`config.mk`:
```
export PLATFORM = sky130hd
export DESIGN_NAME = vts_ctrl
export DESIGN_NICKNAME = d
export VERILOG_FILES = /design/src/design/vts_pkg.sv /design/src/design/vts_ctrl.sv
export SDC_FILE = /design/constraint.sdc
export NUM_CORES = 1
export LEC_CHECK = 0
export BUFFER_PORTS_ARGS = -buffer_cell sky130_fd_sc_hd__buf_2
export CAP_MARGIN = 20
export CORE_UTILIZATION = 48
export DETAILED_ROUTE_END_ITERATION = 10
export GPL_ROUTABILITY_DRIVEN = 0
export HOLD_SLACK_MARGIN = 0.02
export PLACE_DENSITY_LB_ADDON = 0.1
export SYNTH_ARGS = -nofsm -noshare
export SYNTH_HDL_FRONTEND = slang
export SYNTH_SLANG_ARGS = --single-unit
```
`constraint.sdc`:
```
create_clock -name clk_i -period 1.6 [get_ports clk_i]
set_input_delay 0.08 -clock clk_i [delete_from_list [all_inputs] [get_ports clk_i]]
set_output_delay 0.08 -clock clk_i [all_outputs]
set_load 0.05 [all_outputs]
```
`src/design/vts_pkg.sv`:
```
// ---------------------------------------------------------------------------
// Voxel trilinear sampler package
// Shared constants, register indexes and the controller command bundle.
// ---------------------------------------------------------------------------
`timescale 1ns / 1ps

package vts_pkg;

  // Default geometry and number formats.
  localparam int GridSideDef     = 32;
  localparam int ValueBitsDef    = 16;
  localparam int FractionBitsDef = 8;

  // Port field widths.
  localparam int AddrFieldW  = 15;
  localparam int ValueFieldW = 16;
  localparam int PointW      = 16;
  localparam int SizeW       = 6;
  localparam int ThreshW     = 16;
  localparam int CfgIdxW     = 2;
  localparam int CfgDataW    = 16;

  // Configuration register indexes.
  localparam logic [CfgIdxW-1:0] RegSizeX  = 2'd0;
  localparam logic [CfgIdxW-1:0] RegSizeY  = 2'd1;
  localparam logic [CfgIdxW-1:0] RegSizeZ  = 2'd2;
  localparam logic [CfgIdxW-1:0] RegThresh = 2'd3;

  // Configuration reset values.
  localparam logic [SizeW-1:0]   SizeRst   = 6'd32;
  localparam logic [ThreshW-1:0] ThreshRst = 16'd66;

  // Item function codes.
  localparam logic FuncWrite  = 1'b0;
  localparam logic FuncSample = 1'b1;

  // Interpolation steps of the shared blend unit.
  localparam logic [2:0] StepB0 = 3'd0;
  localparam logic [2:0] StepB1 = 3'd1;
  localparam logic [2:0] StepY0 = 3'd2;
  localparam logic [2:0] StepC0 = 3'd3;
  localparam logic [2:0] StepC1 = 3'd4;
  localparam logic [2:0] StepY1 = 3'd5;
  localparam logic [2:0] StepZ  = 3'd6;

  // Commands from the controller to the datapath.
  typedef struct packed {
    logic       wr_en;    // write the voxel on the ports into the store
    logic       load;     // take a query point from the ports
    logic       rd_en;    // issue a store read for one corner
    logic [2:0] rd_sel;   // corner being read
    logic       cap_en;   // capture the registered read data
    logic [2:0] cap_sel;  // corner being captured
    logic       mul_en;   // blend unit, product stage
    logic       add_en;   // blend unit, sum stage
    logic [2:0] step;     // blend step in progress
  } vts_cmd_t;

endpackage

```
`src/design/vts_ctrl.sv`:
```
// ---------------------------------------------------------------------------
// Voxel trilinear sampler controller
// Sequences the eight corner reads and the seven blend steps of a query.
// ---------------------------------------------------------------------------
`timescale 1ns / 1ps

module vts_ctrl (
  input  logic              clk_i,
  input  logic              rst_ni,
  input  logic              start_i,
  input  logic              func_i,
  output logic              busy_o,
  output logic              valid_o,
  output vts_pkg::vts_cmd_t cmd_o
);
  import vts_pkg::*;

  localparam logic [1:0] StIdle = 2'd0;
  localparam logic [1:0] StRead = 2'd1;
  localparam logic [1:0] StMul  = 2'd2;
  localparam logic [1:0] StAdd  = 2'd3;

  localparam logic [3:0] ReadLast = 4'd8;

  logic [1:0] state_q, state_d;
  logic [3:0] cnt_q, cnt_d;
  logic [2:0] step_q, step_d;
  logic       valid_q, valid_d;
  logic       accept;

  assign accept  = start_i && (state_q == StIdle);
  assign busy_o  = (state_q != StIdle);
  assign valid_o = valid_q;

  // Commands decoded from the current state and, for writes and loads, from start.
  always_comb begin
    cmd_o         = '0;
    cmd_o.wr_en   = accept && (func_i == FuncWrite);
    cmd_o.load    = accept && (func_i == FuncSample);
    cmd_o.rd_en   = (state_q == StRead) && !cnt_q[3];
    cmd_o.rd_sel  = cnt_q[2:0];
    cmd_o.cap_en  = (state_q == StRead) && (cnt_q != 4'd0);
    cmd_o.cap_sel = 3'(cnt_q - 4'd1);
    cmd_o.mul_en  = (state_q == StMul);
    cmd_o.add_en  = (state_q == StAdd);
    cmd_o.step    = step_q;
  end

  // Next state.
  always_comb begin
    state_d = state_q;
    cnt_d   = cnt_q;
    step_d  = step_q;
    valid_d = 1'b0;
    unique case (state_q)
      StIdle: begin
        if (cmd_o.load) begin
          state_d = StRead;
          cnt_d   = 4'd0;
        end
      end
      StRead: begin
        cnt_d = cnt_q + 4'd1;
        if (cnt_q == ReadLast) begin
          state_d = StMul;
          step_d  = StepB0;
        end
      end
      StMul: begin
        state_d = StAdd;
      end
      StAdd: begin
        if (step_q == StepZ) begin
          state_d = StIdle;
          valid_d = 1'b1;
        end else begin
          state_d = StMul;
          step_d  = step_q + 3'd1;
        end
      end
      default: begin
        state_d = StIdle;
      end
    endcase
  end

  always_ff @(posedge clk_i or negedge rst_ni) begin
    if (!rst_ni) begin
      state_q <= StIdle;
      cnt_q   <= 4'd0;
      step_q  <= StepB0;
      valid_q <= 1'b0;
    end else begin
      state_q <= state_d;
      cnt_q   <= cnt_d;
      step_q  <= step_d;
      valid_q <= valid_d;
    end
  end

endmodule

```
==> tab_implementation.tex <==
\begin{tabular}{lr}
\hline
Metric & Value \\
\hline
\multicolumn{2}{l}{\textbf{Place}} \\
\quad Port buffer count & 20 \\
\quad Placed wire-length estimate & 919 um \\
\multicolumn{2}{l}{\textbf{STA}} \\
\quad Share of the clock period used by the worst path after layout & 94.9\% \\
\quad Measured slew at the worst slew-check pin & 0.243 ns \\
\quad RSZ-0062 raised after global routing & false \\
\quad Relative slew margins & 83.8\% \\
\quad TNS Setup & 0 ns \\
\quad Highest Clock Rate & 659 MHz \\
\quad Final critical-path required period & 1.52 ns \\
\quad Count of endpoints failing setup in the final report & 0 \\
\quad Endpoints failing hold & 0 \\
\quad Final worst clock skew & 0.000297 ns \\
\quad Final-report max-slew violation count & 0 \\
\multicolumn{2}{l}{\textbf{Finish}} \\
\quad Share of final-layout standard cells stronger than drive strength 1 & 47.7\% \\
\quad N\_diodes & 0 \\
\quad Area of the multi-input gates & 342 um2 \\
\quad Growth of design area from synthesis to finish & 24.0\% \\
\quad Final-layout fill cell count & 92 \\
\quad Flip-flop and latch area & 254 um2 \\
\quad NumNets Final & 95 \\
\multicolumn{2}{l}{\textbf{Setup path}} \\
\quad Critical path arrival & 1.44 ns \\
\quad Crit path required time & 1.52 ns \\
\quad Crit Reg-Reg Endpoint & step\_q[1] \\
\quad Crit Path Category & flop to output port \\
\quad Worst path buffer plus inverter count & 2 \\
\quad CP Capture Type & output port \\
\quad Minimum setup slack among reg-to-reg paths & 0.22 ns \\
\quad Cell type of the slowest stage on the worst timing path & sky130\_fd\_sc\_hd\_\_dfrtp\_2 \\
\quad Crit-path max cell delay & 0.43 ns \\
\quad Register-to-Register Path Depth & 5 \\
\quad Launching element type of the critical path & flop \\
\quad Largest fanout of any net on the critical path & 4 \\
\quad CP Cell Sequence & clkinvlp\_4 -> ha\_2 -> nand2b\_1 -> o21a\_1 -> buf\_4 \\
\quad Worst flop-to-flop path startpoint & cnt\_q[0] \\
\quad Cell family with the largest share of critical-path delay & flip-flops \\
\multicolumn{2}{l}{\textbf{Clock network}} \\
\quad Maximum clock path buffer count & 2 \\
\quad Clk Tree Root Cell & sky130\_fd\_sc\_hd\_\_clkbuf\_4 \\
\quad H-tree level count & 1 \\
\quad CTS tree & done \\
\quad Number of CTS-inserted buffers & 3 \\
\quad Clock latency reported for the late side of the worst-skew pair & 0.26 ns \\
\quad Clock transition at the registers of the reported paths & 0.06 ns \\
\quad Clock sink count & 10 \\
\multicolumn{2}{l}{\textbf{Logic synthesis}} \\
\quad Syn\_nets & 73 \\
\quad Post-synthesis share of cell area spent on full adders, half adders and majority gates & 7.80\% \\
\quad Sequential-to-total area share from yosys stat & 39.0\% \\
\quad Average footprint of a synthesized cell & 9.87 um2 \\
\quad Most area-consuming cells after synthesis & sky130\_fd\_sc\_hd\_\_dfrtp\_1 (39\%), sky130\_fd\_sc\_hd\_\_ha\_1 (7.8\%), sky130\_fd\_sc\_hd\_\_a22o\_1 (4.1\%) \\
\quad Synth unique cells & 30 \\
\quad Gate count after technology mapping & 65 \\
\quad Yosys top cell by area & sky130\_fd\_sc\_hd\_\_dfrtp\_1 \\
\quad Dominant combinational cell family by area after synthesis & compound AO/OA/AOI/OAI gates \\
\quad Count of state elements after synthesis & 10 \\
\quad Mux contribution to synthesized area & 3.51\% \\
\quad Post-synthesis compound-gate area fraction & 19.1\% \\
\quad Xor and xnor fraction of the mapped netlist area & 1.36\% \\
\quad Summed instance area of the synthesized netlist & 642 um2 \\
\quad Area share of the largest cell type after synthesis & 39.0\% \\
\quad Area share of and/or/nand/nor cells after synthesis & 18.7\% \\
\quad Warning count from the yosys run & 0 \\
\multicolumn{2}{l}{\textbf{Global routing}} \\
\quad GRT Residual Overflow & 0 \\
\quad Number of global-route vias before repair & 452 \\
\quad Maximum number of pins on one net before global-route repair & 13 \\
\quad Initial antenna violation count & 0 \\
\quad Wire length of the first global-routing pass & 1910 um \\
\quad All-layer global routing usage & 18.6\% \\
\multicolumn{2}{l}{\textbf{Detailed routing}} \\
\quad Routed wire per std cell & 11.6 um \\
\quad Via/cell ratio & 5.23 \\
\quad Routed vias & 523 \\
\quad Antenna violation net count after detailed routing & 0 \\
\quad Residual DRC & 0 \\
\quad Initial drt markers & 14 \\
\quad Pre-Repair DR Iteration Count & 4 \\
\quad Final WL & 1160 um \\
\multicolumn{2}{l}{\textbf{Floorplanning}} \\
\quad Height of the die & 38.6 um \\
\quad Number of ports placed on the die boundary & 21 \\
\quad Cell row count & 12 \\
\quad Floorplan Core Area & 1170 um2 \\
\quad Die Width & 38.6 um \\
\quad Initial core utilization & 54.8\% \\
\quad Area of the die & 1490 um2 \\
\multicolumn{2}{l}{\textbf{Outcome}} \\
\quad Result of the run & completed \\
\multicolumn{2}{l}{\textbf{Hold path}} \\
\quad Min-Delay Path Depth & 3 \\
\quad Hold\_sp & start\_i \\
\quad Worst min-delay path category & input pin to flop \\
\quad Capture endpoint of the worst hold path & state\_q[0] \\
\multicolumn{2}{l}{\textbf{Run}} \\
\quad Max cap viols & 0 \\
\hline
\end{tabular}
layout make-up:
| class | instances | share of cell area [%] |
|---|---|---|
| clock buffer | 4 | 4.56 |
| tap | 14 | 2.20 |
| inverter | 6 | 3.30 |
| multi-input combinational | 44 | 42.9 |
| sequential | 10 | 31.9 |
| timing repair buffer | 22 | 15.1 |
synthesized netlist by cell type:
cell and n:
sky130_fd_sc_hd__o22a_1 1, sky130_fd_sc_hd__a21oi_2 1, sky130_fd_sc_hd__a21boi_1 1, sky130_fd_sc_hd__o21ai_1 2, sky130_fd_sc_hd__nand4b_1 1, sky130_fd_sc_hd__dfrtp_1 10, sky130_fd_sc_hd__nand2b_1 2, sky130_fd_sc_hd__o21a_1 2
sky130_fd_sc_hd__a21oi_1 1, sky130_fd_sc_hd__a22o_2 1, sky130_fd_sc_hd__a31oi_1 1, sky130_fd_sc_hd__and3_1 1, sky130_fd_sc_hd__o21ai_0 1, sky130_fd_sc_hd__ha_1 4, sky130_fd_sc_hd__buf_4 3, sky130_fd_sc_hd__or2_4 1
sky130_fd_sc_hd__inv_1 6, sky130_fd_sc_hd__nor2b_4 1, sky130_fd_sc_hd__xor2_1 1, sky130_fd_sc_hd__and2b_2 1, sky130_fd_sc_hd__a22o_1 3, sky130_fd_sc_hd__nor3b_1 1, sky130_fd_sc_hd__nor2_1 6, sky130_fd_sc_hd__buf_6 2
sky130_fd_sc_hd__a221o_1 1, sky130_fd_sc_hd__nand2_1 4, sky130_fd_sc_hd__a21bo_2 1, sky130_fd_sc_hd__mux2_2 2, sky130_fd_sc_hd__nand3_1 2, sky130_fd_sc_hd__nor2b_1 1
metrics by stage:
step / setup slack [ns] / hold WS [ns] / utilization, % / std cells / instance area, um2
6_report: 0.0822 / 0.112 / 67.9 / 100 / 796
3_5_place_dp: 0.165 / -0.0463 / 62.6 / 94 / 733
2_1_floorplan: -0.115 / -0.216 / - / 65 / 661
4_1_cts: 0.0244 / 0.116 / 66.9 / 99 / 783
5_1_grt: 0.00133 / 0.118 / 67.9 / 100 / 796
3_3_place_gp: 0.207 / -0.0474 / 62.6 / 94 / 733
how the worst max path moves through the flow:
stage	from	endpoint	slack [ns]	depth (start not counted)
2_1_floorplan	state_q[1]	cmd_o[13]	-0.11	4
3_3_place_gp	cnt_q[0]	step_q[1]	0.21	5
3_5_place_dp	cnt_q[0]	step_q[1]	0.17	5
4_1_cts	state_q[1]	cmd_o[14]	0.02	4
5_1_grt	state_q[1]	cmd_o[14]	0.001	4
6_report	cnt_q[0]	cmd_o[8]	0.08	5
cell families after synthesis:
group	count (synthesis)
AND/OR/NAND/NOR	21
AO/OA/AOI/OAI	16
buffers and inverters	11
flip-flops	10
adder cells (fa/ha/maj)	4
multiplexers	2
XOR/XNOR	1
flip-flops by register name (all words and copies together), names as in the netlist:
register / cells
cnt_q: 4
valid_o: 1
state_q: 2
step_q: 3
layer usage:
metal / vias up / global-route usage [%] / share of wire, %
met5: - / 0 / 0
met4: 0 / 2.59 / 0
met3: 0 / 6.94 / 6.1
met2: 19 / 28.7 / 45
met1: 242 / 25.1 / 49
li1: 262 / - / -
worst min-delay path: cells and delay by family:
family                 cells  cell delay, ns
buffers and inverters      1            0.12
AND/OR/NAND/NOR            1            0.07
AO/OA/AOI/OAI              1            0.06
layout by cell type, fill, tap and decap left out, types with 3 or more instances in the layout:
cell	synthesis	routed
sky130_fd_sc_hd__inv_1	6	5
sky130_fd_sc_hd__nor2_1	6	6
sky130_fd_sc_hd__dfrtp_2	0	3
sky130_fd_sc_hd__nand2_1	4	4
sky130_fd_sc_hd__dfrtp_1	10	7
sky130_fd_sc_hd__buf_2	0	19
sky130_fd_sc_hd__a22o_1	3	3
sky130_fd_sc_hd__clkbuf_4	0	3
sky130_fd_sc_hd__ha_1	4	3
repair_timing:
action	4_1_cts	5_1_grt
endpoints found under the setup margin	1	3
hold buffers	1	0
endpoints found under the hold margin	10	0
buffers inserted	0	1
gates resized for setup	2	3
Power is not shown: default switching activity piles up to over one toggle a cycle in this logic, so the estimate is an artifact.
